**src/clt_pkg.sv**
```systemverilog
package clt_pkg;

   localparam int TOKEN_W = 11;
   localparam int TOKEN_LIMIT = 1024;
   localparam logic [TOKEN_W-1:0] LIMIT_CAP =
      (TOKEN_LIMIT > 2047) ? 11'd2047 : TOKEN_W'(TOKEN_LIMIT);
   localparam logic [TOKEN_W-1:0] MAX_TOKENS_RESET = 11'd1024;
   localparam int QUEUE_DEPTH_DEFAULT = 4;
   localparam int MAX_RESULTS = 3;

   typedef enum logic [1:0] {
      KIND_BYTE = 2'd0,
      KIND_END  = 2'd1,
      KIND_DONE = 2'd2
   } kind_type;

   typedef struct packed {
      kind_type               kind;
      logic [7:0]             out_char;
      logic [TOKEN_W-1:0]     token_index;
   } result_type;

   typedef struct packed {
      logic [1:0]                         count;
      result_type [MAX_RESULTS-1:0]       res;
   } bundle_type;

   typedef struct packed {
      logic full;
      logic empty;
   } q_status_type;

endpackage

```
**src/command_line_tokenizer_core.sv**
```systemverilog
// Command-line tokenizer: takes one text byte (or an end marker) per item and
// emits token bytes, end-of-token marks and a final done item carrying the
// token count. The front end classifies each byte combinationally and
// accepts one item per clock while its result queue has room; the back end
// drains the queue at one result per clock while rsp_stall is low. An item
// producing k results (at most three) therefore uses the result port once per
// result, so sustained throughput is one item per cycle for ordinary text and
// drops only for the byte after a held slash, a zero byte and the end of the
// text, with the queue depth setting how long a burst is absorbed. A result
// passes the queue entry and then the output register before it is offered.
// Registers: ignore_quotes at 0x0, max_tokens at 0x4.
module command_line_tokenizer_core import clt_pkg::*; #(
   parameter int QUEUE_DEPTH = QUEUE_DEPTH_DEFAULT
) (
   input  logic               clock,
   input  logic               reset,
   input  logic               req_valid,
   output logic               req_stall,
   input  logic [7:0]         req_ch,
   input  logic               req_end_of_text,
   output logic               rsp_valid,
   input  logic               rsp_stall,
   output logic [1:0]         rsp_kind,
   output logic [7:0]         rsp_out_char,
   output logic [TOKEN_W-1:0] rsp_token_index,
   output logic               rsp_last,
   input  logic               csr_psel,
   input  logic               csr_penable,
   input  logic               csr_pwrite,
   input  logic [2:0]         csr_paddr,
   input  logic [31:0]        csr_pwdata,
   output logic [31:0]        csr_prdata,
   output logic               csr_pready
);

   typedef enum logic {
      REG_IGNORE_QUOTES = 1'b0,
      REG_MAX_TOKENS    = 1'b1
   } reg_index_type;

   logic               ignore_quotes_ff;
   logic [TOKEN_W-1:0] max_tokens_ff;
   logic [TOKEN_W-1:0] limit;
   reg_index_type      reg_index;
   logic               csr_write;

   logic               q_push;
   logic               q_pop;
   bundle_type         q_push_data;
   bundle_type         q_head;
   q_status_type       q_status;

   assign csr_pready = 1'b1;
   assign csr_write  = csr_psel && csr_penable && csr_pwrite && csr_pready;
   assign reg_index  = reg_index_type'(csr_paddr[2]);
   assign limit      = (max_tokens_ff < LIMIT_CAP) ? max_tokens_ff : LIMIT_CAP;

   always_ff @(posedge clock) begin
      if (reset) begin
         ignore_quotes_ff <= 1'b0;
         max_tokens_ff    <= MAX_TOKENS_RESET;
      end else if (csr_write) begin
         unique case (reg_index)
            REG_IGNORE_QUOTES: ignore_quotes_ff <= csr_pwdata[0];
            REG_MAX_TOKENS:    max_tokens_ff    <= csr_pwdata[TOKEN_W-1:0];
            default:           ignore_quotes_ff <= ignore_quotes_ff;
         endcase
      end
   end

   always_comb begin
      unique case (reg_index)
         REG_IGNORE_QUOTES: csr_prdata = {31'd0, ignore_quotes_ff};
         REG_MAX_TOKENS:    csr_prdata = {{(32 - TOKEN_W){1'b0}}, max_tokens_ff};
         default:           csr_prdata = '0;
      endcase
   end

   clt_front u_front (
      .clock           (clock),
      .reset           (reset),
      .req_valid       (req_valid),
      .req_stall       (req_stall),
      .req_ch          (req_ch),
      .req_end_of_text (req_end_of_text),
      .ignore_quotes   (ignore_quotes_ff),
      .limit           (limit),
      .q_status        (q_status),
      .q_push          (q_push),
      .q_data          (q_push_data)
   );

   clt_queue #(
      .DEPTH (QUEUE_DEPTH)
   ) u_queue (
      .clock     (clock),
      .reset     (reset),
      .push      (q_push),
      .push_data (q_push_data),
      .pop       (q_pop),
      .head      (q_head),
      .status    (q_status)
   );

   clt_back u_back (
      .clock           (clock),
      .reset           (reset),
      .q_data          (q_head),
      .q_status        (q_status),
      .q_pop           (q_pop),
      .rsp_valid       (rsp_valid),
      .rsp_stall       (rsp_stall),
      .rsp_kind        (rsp_kind),
      .rsp_out_char    (rsp_out_char),
      .rsp_token_index (rsp_token_index),
      .rsp_last        (rsp_last)
   );

   a_done_is_last: assert property (@(posedge clock) disable iff (reset)
      (rsp_valid && rsp_kind == KIND_DONE) |-> rsp_last)
      else $error("done item not marked last");

   a_no_overflow: assert property (@(posedge clock) disable iff (reset)
      q_push |-> !q_status.full)
      else $error("queue push while full");

   a_no_underflow: assert property (@(posedge clock) disable iff (reset)
      q_pop |-> !q_status.empty)
      else $error("queue pop while empty");

   a_char_zero: assert property (@(posedge clock) disable iff (reset)
      (rsp_valid && rsp_kind != KIND_BYTE) |-> (rsp_out_char == 8'd0))
      else $error("nonzero char on marker item");

endmodule

```
**src/clt_front.sv**
```systemverilog
module clt_front import clt_pkg::*; (
   input  logic               clock,
   input  logic               reset,
   input  logic               req_valid,
   output logic               req_stall,
   input  logic [7:0]         req_ch,
   input  logic               req_end_of_text,
   input  logic               ignore_quotes,
   input  logic [TOKEN_W-1:0] limit,
   input  q_status_type       q_status,
   output logic               q_push,
   output bundle_type         q_data
);

   localparam logic [7:0] CH_SPACE = 8'h20;
   localparam logic [7:0] CH_QUOTE = 8'h22;
   localparam logic [7:0] CH_STAR  = 8'h2a;
   localparam logic [7:0] CH_SLASH = 8'h2f;

   typedef enum logic [2:0] {
      PH_BETWEEN,
      PH_TOKEN,
      PH_QUOTE,
      PH_COMMENT,
      PH_COMMENT_STAR,
      PH_STOPPED
   } phase_type;

   phase_type          phase_ff, phase_in;
   logic               slash_ff, slash_in;
   logic [TOKEN_W-1:0] count_ff, count_in;
   bundle_type         bundle_in;
   logic               accept;

   function automatic result_type mk(kind_type k, logic [7:0] c, logic [TOKEN_W-1:0] idx);
      result_type r;
      r.kind        = k;
      r.out_char    = c;
      r.token_index = idx;
      return r;
   endfunction

   function automatic logic is_sep(logic [7:0] c);
      return ((c != 8'd0) && (c <= CH_SPACE)) || c[7];
   endfunction

   assign req_stall = q_status.full;
   assign accept    = req_valid && !req_stall;
   assign q_push    = accept && (bundle_in.count != 2'd0);
   assign q_data    = bundle_in;

   always_comb begin
      phase_type          ph;
      logic               sp;
      logic [TOKEN_W-1:0] cnt;
      logic [1:0]         n;
      logic               go;
      logic               qon;
      bundle_type         b;

      ph  = phase_ff;
      sp  = slash_ff;
      cnt = count_ff;
      n   = 2'd0;
      go  = 1'b1;
      qon = !ignore_quotes;
      b   = '0;

      if (req_end_of_text || (ph != PH_STOPPED && req_ch == 8'd0)) begin
         // flush held slash and open token, then emit the done item or stop
         if (sp) begin
            sp = 1'b0;
            if (ph == PH_BETWEEN) begin
               if (cnt >= limit) begin
                  ph = PH_STOPPED;
                  go = 1'b0;
               end else begin
                  cnt = cnt + 11'd1;
                  ph  = PH_TOKEN;
               end
            end
            if (go) begin
               b.res[n] = mk(KIND_BYTE, CH_SLASH, cnt - 11'd1);
               n = n + 2'd1;
               b.res[n] = mk(KIND_END, 8'd0, cnt - 11'd1);
               n = n + 2'd1;
            end
         end else if (ph == PH_TOKEN || ph == PH_QUOTE) begin
            b.res[n] = mk(KIND_END, 8'd0, cnt - 11'd1);
            n = n + 2'd1;
         end
         if (req_end_of_text) begin
            b.res[n] = mk(KIND_DONE, 8'd0, cnt);
            n   = n + 2'd1;
            ph  = PH_BETWEEN;
            sp  = 1'b0;
            cnt = '0;
         end else begin
            ph = PH_STOPPED;
         end
      end else if (ph != PH_STOPPED) begin
         if (sp) begin
            sp = 1'b0;
            if (req_ch == CH_SLASH) begin
               if (ph == PH_TOKEN) begin
                  b.res[n] = mk(KIND_END, 8'd0, cnt - 11'd1);
                  n = n + 2'd1;
               end
               ph = PH_STOPPED;
               go = 1'b0;
            end else if (req_ch == CH_STAR) begin
               if (ph == PH_TOKEN) begin
                  b.res[n] = mk(KIND_END, 8'd0, cnt - 11'd1);
                  n  = n + 2'd1;
                  ph = (cnt >= limit) ? PH_STOPPED : PH_BETWEEN;
               end
               if (ph != PH_STOPPED) begin
                  ph = PH_COMMENT_STAR;
               end
               go = 1'b0;
            end else begin
               if (ph == PH_BETWEEN) begin
                  if (cnt >= limit) begin
                     ph = PH_STOPPED;
                     go = 1'b0;
                  end else begin
                     cnt = cnt + 11'd1;
                     ph  = PH_TOKEN;
                  end
               end
               if (go) begin
                  b.res[n] = mk(KIND_BYTE, CH_SLASH, cnt - 11'd1);
                  n = n + 2'd1;
               end
            end
         end
         if (go) begin
            unique case (ph)
               PH_BETWEEN: begin
                  if (is_sep(req_ch)) begin
                     ph = PH_BETWEEN;
                  end else if (req_ch == CH_SLASH) begin
                     sp = 1'b1;
                  end else if (cnt >= limit) begin
                     ph = PH_STOPPED;
                  end else if (qon && req_ch == CH_QUOTE) begin
                     cnt = cnt + 11'd1;
                     ph  = PH_QUOTE;
                  end else begin
                     cnt = cnt + 11'd1;
                     ph  = PH_TOKEN;
                     b.res[n] = mk(KIND_BYTE, req_ch, cnt - 11'd1);
                     n = n + 2'd1;
                  end
               end
               PH_TOKEN: begin
                  if (is_sep(req_ch) || (qon && req_ch == CH_QUOTE)) begin
                     b.res[n] = mk(KIND_END, 8'd0, cnt - 11'd1);
                     n  = n + 2'd1;
                     ph = (cnt >= limit) ? PH_STOPPED : PH_BETWEEN;
                     if (!is_sep(req_ch) && ph == PH_BETWEEN) begin
                        cnt = cnt + 11'd1;
                        ph  = PH_QUOTE;
                     end
                  end else if (req_ch == CH_SLASH) begin
                     sp = 1'b1;
                  end else begin
                     b.res[n] = mk(KIND_BYTE, req_ch, cnt - 11'd1);
                     n = n + 2'd1;
                  end
               end
               PH_QUOTE: begin
                  if (req_ch == CH_QUOTE) begin
                     b.res[n] = mk(KIND_END, 8'd0, cnt - 11'd1);
                     n  = n + 2'd1;
                     ph = (cnt >= limit) ? PH_STOPPED : PH_BETWEEN;
                  end else begin
                     b.res[n] = mk(KIND_BYTE, req_ch, cnt - 11'd1);
                     n = n + 2'd1;
                  end
               end
               PH_COMMENT: begin
                  if (req_ch == CH_STAR) begin
                     ph = PH_COMMENT_STAR;
                  end
               end
               PH_COMMENT_STAR: begin
                  if (req_ch == CH_SLASH) begin
                     ph = PH_BETWEEN;
                  end else if (req_ch != CH_STAR) begin
                     ph = PH_COMMENT;
                  end
               end
               default: begin
                  ph = PH_STOPPED;
               end
            endcase
         end
      end

      b.count   = n;
      phase_in  = ph;
      slash_in  = sp;
      count_in  = cnt;
      bundle_in = b;
   end

   always_ff @(posedge clock) begin
      if (reset) begin
         phase_ff <= PH_BETWEEN;
         slash_ff <= 1'b0;
         count_ff <= '0;
      end else if (accept) begin
         phase_ff <= phase_in;
         slash_ff <= slash_in;
         count_ff <= count_in;
      end
   end

endmodule

```
**src/clt_queue.sv**
```systemverilog
module clt_queue import clt_pkg::*; #(
   parameter int DEPTH = QUEUE_DEPTH_DEFAULT
) (
   input  logic         clock,
   input  logic         reset,
   input  logic         push,
   input  bundle_type   push_data,
   input  logic         pop,
   output bundle_type   head,
   output q_status_type status
);

   localparam int PTR_W = (DEPTH > 1) ? $clog2(DEPTH) : 1;
   localparam int CNT_W = $clog2(DEPTH + 1);
   localparam logic [PTR_W-1:0] LAST_PTR = PTR_W'(DEPTH - 1);
   localparam logic [CNT_W-1:0] FULL_CNT = CNT_W'(DEPTH);

   bundle_type       entry_ff [DEPTH];
   logic [PTR_W-1:0] wr_ptr_ff, rd_ptr_ff;
   logic [CNT_W-1:0] count_ff;

   assign head         = entry_ff[rd_ptr_ff];
   assign status.full  = (count_ff == FULL_CNT);
   assign status.empty = (count_ff == '0);

   always_ff @(posedge clock) begin
      if (push) begin
         entry_ff[wr_ptr_ff] <= push_data;
      end
   end

   always_ff @(posedge clock) begin
      if (reset) begin
         wr_ptr_ff <= '0;
         rd_ptr_ff <= '0;
         count_ff  <= '0;
      end else begin
         if (push) begin
            wr_ptr_ff <= (wr_ptr_ff == LAST_PTR) ? '0 : wr_ptr_ff + 1'b1;
         end
         if (pop) begin
            rd_ptr_ff <= (rd_ptr_ff == LAST_PTR) ? '0 : rd_ptr_ff + 1'b1;
         end
         if (push && !pop) begin
            count_ff <= count_ff + 1'b1;
         end else if (pop && !push) begin
            count_ff <= count_ff - 1'b1;
         end
      end
   end

endmodule

```
**src/clt_back.sv**
```systemverilog
module clt_back import clt_pkg::*; (
   input  logic               clock,
   input  logic               reset,
   input  bundle_type         q_data,
   input  q_status_type       q_status,
   output logic               q_pop,
   output logic               rsp_valid,
   input  logic               rsp_stall,
   output logic [1:0]         rsp_kind,
   output logic [7:0]         rsp_out_char,
   output logic [TOKEN_W-1:0] rsp_token_index,
   output logic               rsp_last
);

   logic               valid_ff;
   logic [1:0]         sub_ff;
   kind_type           kind_ff;
   logic [7:0]         char_ff;
   logic [TOKEN_W-1:0] index_ff;
   logic               last_ff;
   logic               out_free;
   logic               take;
   logic               is_last;
   result_type         cur;

   assign out_free = !valid_ff || !rsp_stall;
   assign take     = !q_status.empty && out_free;
   assign cur      = q_data.res[sub_ff];
   assign is_last  = (sub_ff == q_data.count - 2'd1);
   assign q_pop    = take && is_last;

   always_ff @(posedge clock) begin
      if (reset) begin
         valid_ff <= 1'b0;
         sub_ff   <= '0;
      end else begin
         if (out_free) begin
            valid_ff <= take;
         end
         if (take) begin
            sub_ff <= is_last ? 2'd0 : sub_ff + 2'd1;
         end
      end
   end

   always_ff @(posedge clock) begin
      if (take) begin
         kind_ff  <= cur.kind;
         char_ff  <= cur.out_char;
         index_ff <= cur.token_index;
         last_ff  <= is_last;
      end
   end

   assign rsp_valid       = valid_ff;
   assign rsp_kind        = kind_ff;
   assign rsp_out_char    = char_ff;
   assign rsp_token_index = index_ff;
   assign rsp_last        = last_ff;

endmodule
```
**config.mk**
```make
export PLATFORM = sky130hd
export DESIGN_NAME = command_line_tokenizer_core
export DESIGN_NICKNAME = d
export VERILOG_FILES = /design/src/clt_pkg.sv /design/src/command_line_tokenizer_core.sv /design/src/clt_front.sv /design/src/clt_queue.sv /design/src/clt_back.sv
export SDC_FILE = /design/constraint.sdc
export NUM_CORES = 1
export LEC_CHECK = 0
export ABC_CLOCK_PERIOD_IN_PS = 14200
export BUFFER_PORTS_ARGS = -buffer_cell sky130_fd_sc_hd__buf_2
export CORE_AREA = 2 2 171 173
export DETAILED_ROUTE_END_ITERATION = 8
export DIE_AREA = 0 0 173 175
export GPL_TIMING_DRIVEN = 0
export PLACE_DENSITY = 0.81
export SLEW_MARGIN = 40
export SYNTH_ARGS = -nofsm -noshare
export SYNTH_HDL_FRONTEND = slang
export SYNTH_SLANG_ARGS = --single-unit
```
**constraint.sdc**
```tcl
create_clock -name clock -period 14.2 [get_ports clock]
set_input_delay 1.42 -clock clock [delete_from_list [all_inputs] [get_ports clock]]
set_output_delay 1.42 -clock clock [all_outputs]
set_load 0.01 [all_outputs]
```
[Yosys cells after proc, flatten, opt, wreduce, memory -nomap -nowiden]
Memory sizes are Yosys's and may differ from the RTL's. A register that Yosys moved wholly into a read port is not among the register bits.
Index checks and enable logic that the tools add are counted.
Storage, ports and cells
  register bits after elaboration: 59
  RAM bits: 260
  input port bits: 51
  output and inout port bits: 57
  word-level logic and storage cells: 241
  memories: 1
Memory list
  u_queue.entry_ff: words 4, bits a word 65, rd ports 1, clocked after memory_dff 1, write ports 1, line clt_queue.sv:18  | bundle_type entry_ff [DEPTH];
Cells by class
  $add $sub $neg: 15
  $lt $le $gt $ge: 9
  equal/unequal tests: 16
  multiplexer cells: 146
  bitwise operators: 1
  reductions and logical operators: 39
Operator list (count)
  $mux W63: 11
  $mux W11: 26
  $bwmux W63: 4
  $mux W21: 11
  $pmux W63 S3: 1
  $mux W3: 31
  $demux W21 S2: 2
  $pmux W32 S2: 1
  $mux W20: 3
  $sub A11 B1 Y11 const B: 5
  $mux W2: 24
  $bmux W21 S2: 1
  $mux W41: 1
  $mux W1: 25
  $eq A8 B6 Y1 const B: 3
  $add A11 B1 Y11 const B: 2
  $ge A11 B11 Y1: 2
  $pmux W11 S2: 1
  $mux W17: 1
  $pmux W3 S5: 1
  $logic_and A1 B1 Y1: 14
  $logic_not A3 Y1: 4
  $lt A11 B11 Y1 const B: 1
  $add A2 B1 Y2 const B: 5
  22 further kinds: 46

[Logic depth before layout (Yosys ltp)]
  depth in word-level cells: 31
  depth in mapped cells: 29
  gate-level depth less buffers: 25

[Hierarchy]
A second synthesis with hierarchy kept.
Second synthesis, totals
  cell total of the unflattened synthesis: 1390
  area, all modules: 17376.7 sq um
Modules (own cells, without submodules)
  clt_queue: times used 1, cells an instance 383, area an instance 9864.5 sq um, sequential area each 7987.7 sq um
  clt_front: times used 1, cells an instance 795, area an instance 5382.7 sq um, sequential area each 300.3 sq um
  clt_back: times used 1, cells an instance 113, area an instance 1266.2 sq um, sequential area each 720.7 sq um
  command_line_tokenizer_core: times used 1, cells an instance 99, area an instance 863.3 sq um, sequential area each 240.2 sq um

[Worst setup path after synthesis]
OpenSTA, ideal clock, no wires.
  path type: input port to flip-flop
  start: in req_ch[0]
  end: mem u_queue.entry_ff[0][0] (netlist name) (enable)
  setup time: 0.420 ns
  arrival time: 6.952 ns
  data required time: 13.780 ns
  setup slack: 6.829 ns
  stages: 19
  buffers on the path: 2
  cell sequence: buf_4 xnor2_1 a31o_1 or4_4 nor2_1 xnor2_1 inv_1 ha_1 nand2b_1 a2111o_1 a31o_2 a21o_1 a311oi_1 nand2_1 clkbuf_1 nor2_1 a22oi_1 a31oi_1 and2_1
On the way
  longest elaborated chain between the ends: 19
  elaborated cells between the ends (all ways): 51
  classes of those cells: add/sub: 1; order compare: 2; eq/ne: 5; mux: 32; reduce/logical: 11
Ends and longest elaborated chain
  start, declared: line command_line_tokenizer_core.sv:19  | input logic [7:0] req_ch,
  parallel branches: the longest is 14 deep, another holds $ge A11 B11 Y1
  $mux W2 (*): line clt_front.sv:69  | if (req_end_of_text || (ph != PH_STOPPED && req_ch == 8'd0)) begin
  $reduce_bool A2 Y1 (*): line clt_front.sv:49  | assign q_push = accept && (bundle_in.count != 2'd0);
  $logic_and A1 B1 Y1 (*): line clt_front.sv:49
  net q_push: line command_line_tokenizer_core.sv:47  | logic q_push;
  $mux W1 (*): line clt_queue.sv:27  | if (push) begin
  $mux W1 (implied by the code) (*): line clt_queue.sv:28  | entry_ff[wr_ptr_ff] <= push_data;
  end, declared: line clt_queue.sv:18
Mark *: on every way through the listed nets, which the timed path passes. The select of a mux whose other input is x is not followed.

[Worst setup path after layout]
  start: reg u_front.count_ff[0]
  end: reg u_queue.count_ff[2]
On the way
  longest elaborated chain between the ends: 28
  elaborated cells between the ends (all ways): 77
  classes of those cells: add/sub: 3; order compare: 2; eq/ne: 3; mux: 62; reduce/logical: 7
Ends and longest elaborated chain
  start, declared: line clt_front.sv:31  | logic [TOKEN_W-1:0] count_ff, count_in;
  start signal, assigned: line clt_front.sv:216  | count_ff <= count_in;
  parallel branches: the longest is 22 deep, another holds $add A11 B1 Y11
  $mux W2 (*): line clt_front.sv:69
  $reduce_bool A2 Y1 (*): line clt_front.sv:49
  $logic_and A1 B1 Y1 (*): line clt_front.sv:49
  net q_push: line command_line_tokenizer_core.sv:47
  $logic_not A1 Y1: line clt_queue.sv:46  | end else if (pop && !push) begin
  $logic_and A1 B1 Y1: line clt_queue.sv:46
  $reduce_bool A2 Y1 (no line)
  end signal, assigned: line clt_queue.sv:45  | count_ff <= count_ff + 1'b1;
  end signal, assigned: line clt_queue.sv:47  | count_ff <= count_ff - 1'b1;
  end, declared: line clt_queue.sv:20  | logic [CNT_W-1:0] count_ff;
Marked as above.
A chain may end at the register's enable or synchronous reset.

==> impl_metrics.tcl <==
set metrics [dict create \
    final_util_pct 61.24 \
    whs_ns 0.4680 \
    fin_crit_ns 8.666 \
    final-hold-violation-count 0 \
    drtIter0Drc 1451 \
    slew_headroom_pct 40.10 \
    synth.area.top_cells "edfxtp_1 (48%), mux4_2 (8.1%), dfxtp_1 (5.0%), ha_1 (3.1%), xnor2_1 (3.0%)" \
    critPathArrivalTime_ns 9.14 \
    htreeDepth 1 \
    fp.dieW_um 173 \
    cap_violations 0 \
    drc 0 \
    dieArea_um2 30280 \
    worstSkewPairLatency_ns 0.55 \
    syn2layout_area_growth_pct 12.31 \
    crit_path_end_kind "flip-flop" \
    status "completed" \
    grt_pass1_wl_mm 70.28 \
    cts_buffer_depth 3 \
    finClkSkew_ns 0.01349 \
    num_antenna_cells 0 \
    floorplan.rows 62 \
    fin_crit_sh_pct 61.03 \
    numCtsBuffers 29 \
    cts_resized 0 \
    drt-wirelength-per-cell_um 24.98 \
    slowest_delay_ns 0.56 \
    synth.distinct_cells 84 \
    cts_root_buffer "clkbuf_16" \
    fp.dieH_um 175 \
    track_usage_pct 30.52 \
    grt_overflow 0 \
    synth_top_area_cell "edfxtp_1" \
    yosysWarnings 0 \
    r2r_setup_slack_ns 5.53 \
    r2r_start "u_front.count_ff[0]$_SDFFE_PP0P_" \
    cts_tree "done" \
    final_area_um2 17390 \
    holdBufCountCts 0 \
    hpwl_mm 33.52 \
    synth-async-reset-ratio_pct 0 \
    setup_ws_ns 5.534 \
    start_util_pct 54.53 \
    min_from "max_tokens_ff[3]$_SDFFE_PP0P_" \
    pre_cts_slack_ns 5.858 \
    finalSetupViolCount 0 \
    placed_area_um2 16490 \
    startpoint "u_front.count_ff[0]$_SDFFE_PP0P_" \
    drive_gt1_share_pct 16.39 \
    ys.flop_type "edfxtp_1" \
    synth_top_area_share_pct 47.71 \
    port_buffers 59 \
    required_ns 14.67 \
    ioPinCount 108 \
    antenna_found_initial 0 \
    avgSynthCellArea_um2 11.69 \
    power_mw 2.355 \
    place_congestion 1.034 \
    stdcell_count 1842 \
    postSynthCellCount 1324 \
    postCtsSetupBuffers 0 \
    leakage_nw 6.203 \
    slew_viol_final 0 \
    worst_slew_pin_slew_ns 0.8952 \
    post-place-cells 1793 \
    worst-path-max-fanout 10 \
    worst_setup_path_start_kind "flip-flop" \
    slowest_stage "xnor2_1" \
    crit_type "reg2reg" \
    final.setup.tns_ns 0 \
    clock_sinks 285 \
    nets 1530 \
    routed_via_density 6.451 \
    timing.fmax_mhz 115.4 \
    ant_nets 0 \
    netlist_area_um2 15480 \
    synth_edf_count 246 \
    ys_seq_area_share_pct 52.76 \
    irDropWorstVdd_mv 0.09099 \
    first_pass_iters 6 \
    core_area_um2 28390 \
    grt_pass1_vias 11650 \
    wl_mm 46.01 \
    grt_max_degree 34 \
    vias 11880 \
    hold_class "reg2reg" \
    clk_pin_slew_ns 0.07 \
    power_density_nw_per_um2 135.4 \
    rsz0062_at_grt "no" \
    synth-seq-cells 285 \
]
[worst paths after layout]
check / endpoint / cells after the start
max reg2reg: u_queue.count_ff[2]$_SDFFE_PP0P_ / 28
max: u_queue.count_ff[2]$_SDFFE_PP0P_ / 28
min reg2reg: max_tokens_ff[3]$_SDFFE_PP0P_ / 2
min: max_tokens_ff[3]$_SDFFE_PP0P_ / 2
[placed cells by master, fill, tap and decap left out, drive strengths merged, types with 22 or more instances in the layout]
master	instances
a21oi	66
and2	35
buf	105
clkbuf	86
conb	22
dfxtp	39
edfxtp	246
ha	38
inv	47
mux2i	28
mux4	56
nand2	116
nand3	34
nor2	111
nor3	35
o21ai	47
o22ai	29
xnor2	53
xor2	23
[power breakdown]
part | switching, mW | leakage [nW] | internal [mW]
sequential | 0.0302 | 2.55 | 1.02
combinational | 0.351 | 3.24 | 0.235
clock | 0.311 | 0.414 | 0.409
total | 0.692 | 6.20 | 1.66
[layout make-up]
cell class | count | area [µm²]
Multi-Input combinational cell | 921 | 6837
Inverter | 48 | 180.2
Tap cell | 384 | 480.5
Clock inverter | 13 | 128.9
Sequential cell | 285 | 8168
Clock buffer | 36 | 752.0
Timing Repair Buffer | 65 | 385.4
Buffer | 90 | 456.7
Fill cell | 2279 | 11000
[critical path, delay by kind of cell (launching register included)]
kind / cells / cell delay (ns)
adder cells (fa/ha/maj): 4 / 1.38
AND/OR/NAND/NOR: 6 / 1.22
XOR/XNOR: 2 / 0.73
AO/OA/AOI/OAI: 9 / 2.36
buffers and inverters: 7 / 2.50
flip-flops: 1 / 0.35
[flip-flops by register name (all words and copies together) (netlist names), 3 cells and up, named ones only]
name	cells
u_queue.entry_ff	224
u_back.rsp_out_char	8
max_tokens_ff	11
u_back.rsp_token_index	11
u_queue.count_ff	3
u_front.phase_ff	3
u_front.count_ff	11
[per-layer routing]
layer  track usage (%)  part of all wire, %
met1             39.44                   39
met2             50.58                   48
met3             4.721                  8.1
met4             15.18                  5.7
met5                 0                    0
[logic make-up after synthesis]
logic type | synth area share (%)
other cells | 0.04851
buf+inv | 4.057
fa+ha+maj | 3.200
mux | 10.03
xor+xnor | 4.445
flops | 52.76
simple gates | 14.05
compound gates | 11.42
[cell usage after synthesis, types with 4 or more instances]
| library cell | instances |
|---|---|
| or2_2 | 7 |
| and4_1 | 7 |
| nor3_1 | 34 |
| mux4_2 | 56 |
| or3_1 | 9 |
| nor2b_1 | 11 |
| o22ai_1 | 27 |
| and2_1 | 35 |
| a21o_1 | 5 |
| or4_1 | 4 |
| xor2_1 | 23 |
| a22oi_1 | 11 |
| clkbuf_1 | 49 |
| a31oi_1 | 15 |
| a32oi_1 | 4 |
| nand3_1 | 34 |
| o31ai_1 | 4 |
| nand4_1 | 15 |
| o31a_1 | 5 |
| buf_1 | 11 |
| a221oi_1 | 9 |
| and3_1 | 12 |
| dfxtp_1 | 39 |
| nor4_1 | 16 |
| mux2i_1 | 28 |
| nand2_1 | 116 |
| a211oi_1 | 6 |
| a211o_1 | 6 |
| buf_4 | 24 |
| nand2b_1 | 9 |
| ha_1 | 38 |
| o21ai_0 | 45 |
| xnor2_1 | 53 |
| o221ai_1 | 12 |
| inv_1 | 45 |
| nor2_1 | 109 |
| a21oi_1 | 66 |
| edfxtp_1 | 246 |
| o211ai_1 | 12 |
Power figures use the tool's default switching activity.
